## config.mk

```make
export PLATFORM = sky130hd
export DESIGN_NAME = led_strip_effect_pixel_color
export DESIGN_NICKNAME = d
export VERILOG_FILES = /design/src/hdl/lsepc_pkg.sv /design/src/hdl/lsepc_front.sv /design/src/hdl/lsepc_div_step.sv /design/src/hdl/lsepc_color.sv /design/src/hdl/led_strip_effect_pixel_color.sv
export SDC_FILE = /design/constraint.sdc
export NUM_CORES = 1
export LEC_CHECK = 0
export BUFFER_PORTS_ARGS = -buffer_cell sky130_fd_sc_hd__buf_2
export CAP_MARGIN = 10
export CORE_MARGIN = 3
export CORE_UTILIZATION = 55
export CTS_CLUSTER_SIZE = 24
export DETAILED_ROUTE_END_ITERATION = 8
export PLACE_DENSITY = 0.84
export SLEW_MARGIN = 15
export SYNTH_ARGS = -nofsm -noshare
export SYNTH_HDL_FRONTEND = slang
export SYNTH_HIERARCHICAL = 1
export SYNTH_SLANG_ARGS = --single-unit
```

## constraint.sdc

```tcl
create_clock -name clk_i -period 4.27 [get_ports clk_i]
set_input_delay 0.427 -clock clk_i [delete_from_list [all_inputs] [get_ports clk_i]]
set_output_delay 0.427 -clock clk_i [all_outputs]
set_load 0.05 [all_outputs]
```

## src/hdl/lsepc_pkg.sv

```systemverilog
// ----------------------------------------------------------------------------
// lsepc_pkg
// Shared types, constants and helper functions for the LED strip pixel color
// pipeline.
// ----------------------------------------------------------------------------
`default_nettype none

package lsepc_pkg;

  // Field widths
  localparam int unsigned ModeW   = 3;
  localparam int unsigned IndexW  = 4;
  localparam int unsigned FrameW  = 11;
  localparam int unsigned PixW    = 8;
  localparam int unsigned LenW    = 9;
  localparam int unsigned ColorW  = 8;
  localparam int unsigned SumW    = 12;

  // Strip and effect geometry
  localparam int unsigned MaxPixels  = 256;
  localparam int unsigned LineLength = 5;

  // Quotient bits of the spread position, one per divider stage
  localparam int unsigned QuoW = 8;

  // Register map
  localparam int unsigned AddrW        = 3;
  localparam logic [AddrW-1:0] AddrStripLength = 3'd0;
  localparam logic [LenW-1:0]  StripLengthRst  = 9'd60;

  // Effect codes
  localparam logic [ModeW-1:0] ModeChase  = 3'd0;
  localparam logic [ModeW-1:0] ModeFill   = 3'd1;
  localparam logic [ModeW-1:0] ModeLine   = 3'd2;
  localparam logic [ModeW-1:0] ModeSplit  = 3'd3;
  localparam logic [ModeW-1:0] ModeWheel  = 3'd4;
  localparam logic [ModeW-1:0] ModeSpread = 3'd5;

  // Item traveling down the pipeline
  typedef struct packed {
    logic              beyond;      // pixel off the strip or unused effect
    logic              wheel;       // color comes from the rainbow wheel
    logic              spread;      // wheel position adds the quotient
    logic              chase_lit;   // chase pattern has this pixel on
    logic [IndexW-1:0] color_index;
    logic [PixW-1:0]   base;        // wheel position before the quotient
    logic [PixW-1:0]   rem;         // divider partial remainder
    logic [QuoW-1:0]   quo;         // divider partial quotient
  } pkt_t;

  // Finished pixel
  typedef struct packed {
    logic              lit;
    logic [ColorW-1:0] blue;
    logic [ColorW-1:0] green;
    logic [ColorW-1:0] red;
  } pix_t;

  // Residue modulo 3: 4 is 1 mod 3, so the 2-bit digits add up
  function automatic logic [1:0] mod3(input logic [SumW-1:0] v);
    logic [4:0] s1;
    logic [2:0] s2;
    logic [2:0] s3;
    s1 = 5'(v[1:0]) + 5'(v[3:2]) + 5'(v[5:4]) + 5'(v[7:6])
       + 5'(v[9:8]) + 5'(v[11:10]);
    s2 = 3'(s1[1:0]) + 3'(s1[3:2]) + 3'(s1[4]);
    s3 = 3'(s2[1:0]) + 3'(s2[2]);
    return (s3 >= 3'd3) ? 2'(s3 - 3'd3) : s3[1:0];
  endfunction

  // Palette lookup as {blue, green, red}; entries past the table are black
  function automatic logic [3*ColorW-1:0] palette(input logic [IndexW-1:0] ci);
    logic [3*ColorW-1:0] c;
    case (ci)
      4'd0:    c = {8'd0,   8'd0,   8'd255};
      4'd1:    c = {8'd0,   8'd255, 8'd0};
      4'd2:    c = {8'd255, 8'd0,   8'd0};
      4'd3:    c = {8'd255, 8'd255, 8'd255};
      4'd4:    c = {8'd0,   8'd255, 8'd255};
      4'd5:    c = {8'd255, 8'd0,   8'd255};
      4'd6:    c = {8'd255, 8'd255, 8'd0};
      4'd7:    c = {8'd0,   8'd128, 8'd255};
      4'd8:    c = {8'd128, 8'd0,   8'd255};
      4'd9:    c = {8'd255, 8'd128, 8'd0};
      4'd10:   c = {8'd0,   8'd64,  8'd128};
      default: c = '0;
    endcase
    return c;
  endfunction

endpackage

`default_nettype wire

```

## src/hdl/lsepc_front.sv

```systemverilog
// ----------------------------------------------------------------------------
// lsepc_front
// Decode stage: classify the request, evaluate the chase patterns and seed
// the spread divider.
// ----------------------------------------------------------------------------
`default_nettype none

module lsepc_front
  import lsepc_pkg::*;
(
  input  wire logic              clk_i,
  input  wire logic              rst_ni,
  input  wire logic [LenW-1:0]   n_i,
  input  wire logic              valid_i,
  output logic                   ready_o,
  input  wire logic [ModeW-1:0]  mode_i,
  input  wire logic              backward_i,
  input  wire logic [IndexW-1:0] color_index_i,
  input  wire logic [FrameW-1:0] frame_step_i,
  input  wire logic [PixW-1:0]   pixel_index_i,
  output logic                   valid_o,
  input  wire logic              ready_i,
  output pkt_t                   pkt_o
);

  logic valid_q;
  pkt_t pkt_q, pkt_d;

  logic [SumW-1:0] p12, f12, n12, sum1, len12;
  logic [1:0]      pm3, fm3;
  logic            fwd_line, back_line, f_lt_n;

  // Widen operands and form the shared sums
  always_comb begin
    p12   = SumW'(pixel_index_i);
    f12   = SumW'(frame_step_i);
    n12   = SumW'(n_i);
    len12 = SumW'(LineLength);
    sum1  = p12 + f12 + SumW'(1);
    pm3   = mod3(p12);
    fm3   = mod3(f12);
    f_lt_n    = f12 < n12;
    fwd_line  = (f12 <= p12) && (p12 < f12 + len12);
    // p within [n-1-f, n-1-f+len): shift both sides by f+1
    back_line = f_lt_n && (sum1 >= n12) && (sum1 < n12 + len12);
  end

  // Decode the request into a pipeline item
  always_comb begin
    pkt_d             = '0;
    pkt_d.color_index = color_index_i;
    pkt_d.rem         = pixel_index_i;
    pkt_d.quo         = '0;
    pkt_d.beyond      = ({1'b0, pixel_index_i} >= n_i) || (mode_i > ModeSpread);
    case (mode_i)
      ModeChase: pkt_d.chase_lit = backward_i ? (pm3 == 2'(2'd2 - fm3)) : (pm3 == fm3);
      ModeFill:  pkt_d.chase_lit = backward_i ? (sum1 >= n12) : (p12 <= f12);
      ModeLine:  pkt_d.chase_lit = backward_i ? back_line : fwd_line;
      ModeSplit: pkt_d.chase_lit = fwd_line || back_line;
      ModeWheel: begin
        pkt_d.wheel = 1'b1;
        pkt_d.base  = PixW'(p12 + f12);
      end
      ModeSpread: begin
        pkt_d.wheel  = 1'b1;
        pkt_d.spread = 1'b1;
        pkt_d.base   = frame_step_i[PixW-1:0];
      end
      default: pkt_d.chase_lit = 1'b0;
    endcase
    if (pkt_d.beyond) begin
      pkt_d.wheel     = 1'b0;
      pkt_d.spread    = 1'b0;
      pkt_d.chase_lit = 1'b0;
    end
  end

  assign ready_o = !valid_q || ready_i;

  // Hold the valid bit until the next stage takes the transfer
  always_ff @(posedge clk_i or negedge rst_ni) begin
    if (!rst_ni) begin
      valid_q <= 1'b0;
    end else if (ready_o) begin
      valid_q <= valid_i;
    end
  end

  // Capture payload on an accepted transfer
  always_ff @(posedge clk_i) begin
    if (valid_i && ready_o) begin
      pkt_q <= pkt_d;
    end
  end

  assign valid_o = valid_q;
  assign pkt_o   = pkt_q;

  a_beyond_dark: assert property (@(posedge clk_i) disable iff (!rst_ni)
    valid_q && pkt_q.beyond |-> !pkt_q.wheel && !pkt_q.chase_lit)
    else $error("item off the strip still marked for color");

  a_wheel_no_chase: assert property (@(posedge clk_i) disable iff (!rst_ni)
    valid_q && pkt_q.wheel |-> !pkt_q.chase_lit && pkt_q.quo == '0)
    else $error("wheel item carries chase state");

endmodule

`default_nettype wire

```

## src/hdl/lsepc_div_step.sv

```systemverilog
// ----------------------------------------------------------------------------
// lsepc_div_step
// One restoring division step: produces one quotient bit of
// pixel_index * 256 / strip length per stage.
// ----------------------------------------------------------------------------
`default_nettype none

module lsepc_div_step
  import lsepc_pkg::*;
(
  input  wire logic            clk_i,
  input  wire logic            rst_ni,
  input  wire logic [LenW-1:0] n_i,
  input  wire logic            valid_i,
  output logic                 ready_o,
  input  wire pkt_t            pkt_i,
  output logic                 valid_o,
  input  wire logic            ready_i,
  output pkt_t                 pkt_o
);

  logic            valid_q;
  pkt_t            pkt_q, pkt_d;
  logic [LenW-1:0] rem2;
  logic            ge;

  // Shift in a zero dividend bit, subtract the length when it fits
  always_comb begin
    rem2      = {pkt_i.rem, 1'b0};
    ge        = rem2 >= n_i;
    pkt_d     = pkt_i;
    pkt_d.rem = ge ? PixW'(rem2 - n_i) : rem2[PixW-1:0];
    pkt_d.quo = {pkt_i.quo[QuoW-2:0], ge};
  end

  assign ready_o = !valid_q || ready_i;

  // Hold the valid bit until the next stage takes the transfer
  always_ff @(posedge clk_i or negedge rst_ni) begin
    if (!rst_ni) begin
      valid_q <= 1'b0;
    end else if (ready_o) begin
      valid_q <= valid_i;
    end
  end

  // Capture payload on an accepted transfer
  always_ff @(posedge clk_i) begin
    if (valid_i && ready_o) begin
      pkt_q <= pkt_d;
    end
  end

  assign valid_o = valid_q;
  assign pkt_o   = pkt_q;

endmodule

`default_nettype wire

```

## src/hdl/lsepc_color.sv

```systemverilog
// ----------------------------------------------------------------------------
// lsepc_color
// Output stage: rainbow wheel and palette lookup, registered result.
// ----------------------------------------------------------------------------
`default_nettype none

module lsepc_color
  import lsepc_pkg::*;
(
  input  wire logic clk_i,
  input  wire logic rst_ni,
  input  wire logic valid_i,
  output logic      ready_o,
  input  wire pkt_t pkt_i,
  output logic      valid_o,
  input  wire logic ready_i,
  output pix_t      pix_o
);

  logic              valid_q;
  pix_t              pix_q, pix_d;
  logic [PixW-1:0]   pos, w, w3;
  logic [3*ColorW-1:0] pal;

  // Rainbow wheel on the inverted position, three segments split at 85 and 170
  always_comb begin
    pos = pkt_i.base + (pkt_i.spread ? pkt_i.quo : '0);
    w   = ~pos;
    if (w < 8'd85) begin
      w3 = PixW'({w, 1'b0} + {1'b0, w});
    end else if (w < 8'd170) begin
      w3 = PixW'({w - 8'd85, 1'b0} + {1'b0, w - 8'd85});
    end else begin
      w3 = PixW'({w - 8'd170, 1'b0} + {1'b0, w - 8'd170});
    end
    pal = palette(pkt_i.color_index);

    pix_d = '0;
    if (pkt_i.wheel) begin
      pix_d.lit = 1'b1;
      if (w < 8'd85) begin
        pix_d.red  = 8'd255 - w3;
        pix_d.blue = w3;
      end else if (w < 8'd170) begin
        pix_d.green = w3;
        pix_d.blue  = 8'd255 - w3;
      end else begin
        pix_d.red   = w3;
        pix_d.green = 8'd255 - w3;
      end
    end else if (pkt_i.chase_lit) begin
      pix_d.lit   = 1'b1;
      pix_d.red   = pal[ColorW-1:0];
      pix_d.green = pal[2*ColorW-1:ColorW];
      pix_d.blue  = pal[3*ColorW-1:2*ColorW];
    end
  end

  assign ready_o = !valid_q || ready_i;

  // Hold the result until the sink takes the transfer
  always_ff @(posedge clk_i or negedge rst_ni) begin
    if (!rst_ni) begin
      valid_q <= 1'b0;
    end else if (ready_o) begin
      valid_q <= valid_i;
    end
  end

  always_ff @(posedge clk_i) begin
    if (valid_i && ready_o) begin
      pix_q <= pix_d;
    end
  end

  assign valid_o = valid_q;
  assign pix_o   = pix_q;

endmodule

`default_nettype wire

```

## src/hdl/led_strip_effect_pixel_color.sv

```systemverilog
// ----------------------------------------------------------------------------
// led_strip_effect_pixel_color
// Pixel color generator for LED strip chase and rainbow effects.
// ----------------------------------------------------------------------------
// One request enters per clock while the output is not stalled and passes a decode
// stage, eight divider stages that each resolve one bit of the spread-wheel
// position pixel_index * 256 / strip_length, and a color stage that holds the
// result. Sustained rate is one pixel per cycle; every stage has its own valid
// bit, so a stalled output only backs up as far as the pipeline is full.
// strip_length may only be written while no request is in flight.
// ----------------------------------------------------------------------------
`default_nettype none

module led_strip_effect_pixel_color
  import lsepc_pkg::*;
(
  input  wire logic              clk_i,
  input  wire logic              rst_ni,
  // Request stream
  input  wire logic              s_axis_tvalid,
  output logic                   s_axis_tready,
  // [2:0] mode, [3] backward, [7:4] color_index, [18:8] frame_step,
  // [26:19] pixel_index, [31:27] zero
  input  wire logic [31:0]       s_axis_tdata,
  // Result stream
  output logic                   m_axis_tvalid,
  input  wire logic              m_axis_tready,
  // [7:0] red, [15:8] green, [23:16] blue, [24] lit, [31:25] zero
  output logic [31:0]            m_axis_tdata,
  // Register port
  input  wire logic              psel,
  input  wire logic              penable,
  input  wire logic              pwrite,
  input  wire logic [AddrW-1:0]  paddr,
  input  wire logic [31:0]       pwdata,
  output logic [31:0]            prdata,
  output logic                   pready
);

  logic [LenW-1:0] strip_length_q;
  logic [LenW-1:0] n;

  // Register write and readback
  assign pready = 1'b1;

  always_ff @(posedge clk_i or negedge rst_ni) begin
    if (!rst_ni) begin
      strip_length_q <= StripLengthRst;
    end else if (psel && penable && pwrite && pready && paddr == AddrStripLength) begin
      strip_length_q <= pwdata[LenW-1:0];
    end
  end

  assign prdata = (paddr == AddrStripLength) ? 32'(strip_length_q) : '0;

  // Cap the length at the largest supported strip
  assign n = (strip_length_q > LenW'(MaxPixels)) ? LenW'(MaxPixels) : strip_length_q;

  // Pipeline stage links: 0 after decode, QuoW after the last divider step
  logic [QuoW:0] valid;
  logic [QuoW:0] ready;
  pkt_t          pkt [QuoW+1];
  pix_t          pix;

  lsepc_front u_front (
    .clk_i         (clk_i),
    .rst_ni        (rst_ni),
    .n_i           (n),
    .valid_i       (s_axis_tvalid),
    .ready_o       (s_axis_tready),
    .mode_i        (s_axis_tdata[2:0]),
    .backward_i    (s_axis_tdata[3]),
    .color_index_i (s_axis_tdata[7:4]),
    .frame_step_i  (s_axis_tdata[18:8]),
    .pixel_index_i (s_axis_tdata[26:19]),
    .valid_o       (valid[0]),
    .ready_i       (ready[0]),
    .pkt_o         (pkt[0])
  );

  for (genvar i = 0; i < QuoW; i++) begin : g_div
    lsepc_div_step u_step (
      .clk_i   (clk_i),
      .rst_ni  (rst_ni),
      .n_i     (n),
      .valid_i (valid[i]),
      .ready_o (ready[i]),
      .pkt_i   (pkt[i]),
      .valid_o (valid[i+1]),
      .ready_i (ready[i+1]),
      .pkt_o   (pkt[i+1])
    );
  end

  lsepc_color u_color (
    .clk_i   (clk_i),
    .rst_ni  (rst_ni),
    .valid_i (valid[QuoW]),
    .ready_o (ready[QuoW]),
    .pkt_i   (pkt[QuoW]),
    .valid_o (m_axis_tvalid),
    .ready_i (m_axis_tready),
    .pix_o   (pix)
  );

  assign m_axis_tdata = {7'd0, pix.lit, pix.blue, pix.green, pix.red};

  a_stall_only_when_full: assert property (@(posedge clk_i) disable iff (!rst_ni)
    !s_axis_tready |-> m_axis_tvalid && !m_axis_tready && (&valid))
    else $error("request refused while pipeline has room");

  a_dark_when_unlit: assert property (@(posedge clk_i) disable iff (!rst_ni)
    m_axis_tvalid && !pix.lit |-> pix.red == '0 && pix.green == '0 && pix.blue == '0)
    else $error("unlit pixel carries color");

endmodule

`default_nettype wire
```

==> run metrics <==
status=complete, but fails checks; failing checks=setup timing; I/O Pins=between 100 and 150; Setup Viol. Count Final=4; initial antenna violation count=0; Inst Count DP=2136; critical path type=in -> reg; CTS Sinks=279; Placer Congestion=0.9173; die footprint=35020 um2; CP max FO=2; # DRC=0; Global Route Usage Sum=0.2157; hpwl dp=between 20000 and 30000 um; Fillers=2210; CTS tree=built; IO buf count=roughly 80; largest net degree at the start of global routing=31; layout cell share with drive strength beyond 1=0.2637; per-cell routed wire length=17.96 um; Avg Cell Area, Syn=about 12 um2; # rows=65; mapped cell area=18040 um2; Worst Setup Start Kind=input port; Post-DRT Antenna Nets=0; Total Wirelength=39700 um; Max Slew Vio Count=0; Die Y=187.1 um; Nets=2051; MaxCap Viol Count=0; Layout area overhead=17.57%; Peak Freq=about 0.20 GHz; post-layout min period=4963 ps; Placed Area=19700 um2; r2r setup slk=-470 ps; worst stage delay on the critical path=540 ps; Mapped Cells=1527; final instance area=21210 um2; RSZ-0062 raised after global routing=yes; CP max-delay cell=fa_1; HP Class=in -> reg; final worst path period share=1.162; Iter 0 DRT Violations=692; Vias=12670; via/cell ratio=about 5.7; worst path cell trace=buf_6 > fa_1 > fa_1 > fa_1 > ha_2 > inv_2 > fa_1 > fa_2 > inv_2 > fa_2 > ha_4 > inv_2 > fa_1 > nor2_2 > a21oi_2 > xnor2_2 > xnor2_1 > nor3_1 > a31o_2 > a22oi_2 > a311oi_2; WP data required=4530 ps; ANT cells=0; Pre-antenna DRT Iters=5; Non-Filler Instances=about 2200; CP dominant cell by count=fa_1; Starting Density=0.5645; Clock Tree Buf Depth=3; most common cell after layout, fill and taps aside=edfxtp_1; most frequent cells in the layout=edfxtp_1 (260), ha_1 (180), inv_1 (159); worst path bufs/invs=4; CTS HTree Levels=1; fin worst setup slack=-692.7 ps; insertion delay to the later sink of the worst-skew pair=about 550 ps; Worst-Margin Slew=1097 ps; vias in the first global route=~13000; Worst slew margin=0.2688; width of the die=187.1 um; Top Family by Delay on Critical Path=adder cells; clk slew on worst S/H paths=60 ps; CP Capture Type=register; YS warnings=6; critical path arrival=5220 ps; grt ovf=0; total CTS buffers=29; Setup Skew=roughly 13 ps; core area=about 32000 um2; clk root buf=clkbuf_16; Place WS=-1437 ps; setup_tns=-1618 ps; first-pass GRT wire length=62690 um; final count of hold timing violations=0
metal layers:
layer,vias to the layer above,GRT usage,wire (um)
met5,-,0,0
met4,0,0.08142,1372
met3,107,0.02455,1725
met2,388,0.4108,21020
met1,6221,0.2472,15580
li1,5954,-,-
area by class of cell:
class	count	area, um2	share of cell area
inverter	169	646.9	0.03049
clock inverter	13	118.9	0.005603
sequential	279	8288	0.3907
clock buffer	37	755.7	0.03562
timing repair buffer	225	1551	0.07313
tap	435	544.3	0.02566
multi-input combinational	1052	9309	0.4388
path summary, 6_finish.rpt:
| path | start | end | depth (start not counted) |
|---|---|---|---|
| hold reg to reg | g_div[5].u_step/pkt_o[25]$_DFFE_PP_ | g_div[6].u_step/pkt_o[25]$_DFFE_PP_ | 0 |
| setup / recovery | s_axis_tdata[13] | u_front/pkt_o[28]$_SDFFCE_PP0P_ | 21 |
| setup reg to reg | g_div[7].u_step/pkt_o[29]$_DFFE_PP_ | u_color/pix_o[15]$_DFFE_PP_ | 22 |
| max in group asynchronous | rst_ni | strip_length_q[4]$_DFFE_PN1P_ | 2 |
| min in group asynchronous | rst_ni | strip_length_q[8]$_DFFE_PN0P_ | 2 |
| hold / removal | s_axis_tdata[5] | u_front/pkt_o[25]$_DFFE_PP_ | 1 |
worst register-to-register path: stages (launching register included):
cell	delay, ps
edfxtp_1	500
buf_6	170
buf_4	130
and2_1	160
ha_4	310
a21o_1	130
a21boi_4	230
inv_2	80
ha_2	210
a21oi_4	220
buf_4	160
a21oi_2	60
xnor2_2	150
ha_2	210
nor3_1	50
o211ai_1	90
o211ai_1	210
buf_4	200
a2111oi_4	450
o21ai_2	100
a21bo_2	240
ha_4	210
a22o_1	210
what timing repair did:
item                                   CTS  global route
setup endpoints to repair               16            23
gates cloned                             0             1
gates resized for setup                 26            81
endpoints found under the hold margin   15             0
setup buffers                            7            17
hold buffers                             1             0
pin swaps                               28            34
state kept, by name, indices dropped and copies added, names as in the netlist:
signal                count
u_front/valid_o           1
u_color/valid_o           1
u_front/pkt_o            23
g_div.u_step/valid_o      8
strip_length_q            9
u_color/pix_o            25
g_div.u_step/pkt_o      212
through the flow:
| step | hold WS, ps | utilization |
|---|---|---|
| 2_1_floorplan | 131.4 | - |
| 3_3_place_gp | 400.5 | 0.6164 |
| 3_5_place_dp | 404.5 | 0.6164 |
| 4_1_cts | 34.04 | 0.6490 |
| 5_1_grt | 36.85 | 0.6637 |
| 6_report | 56.91 | 0.6637 |
Power is not shown: default switching activity piles up to over one toggle a cycle in this logic, so the estimate is an artifact.
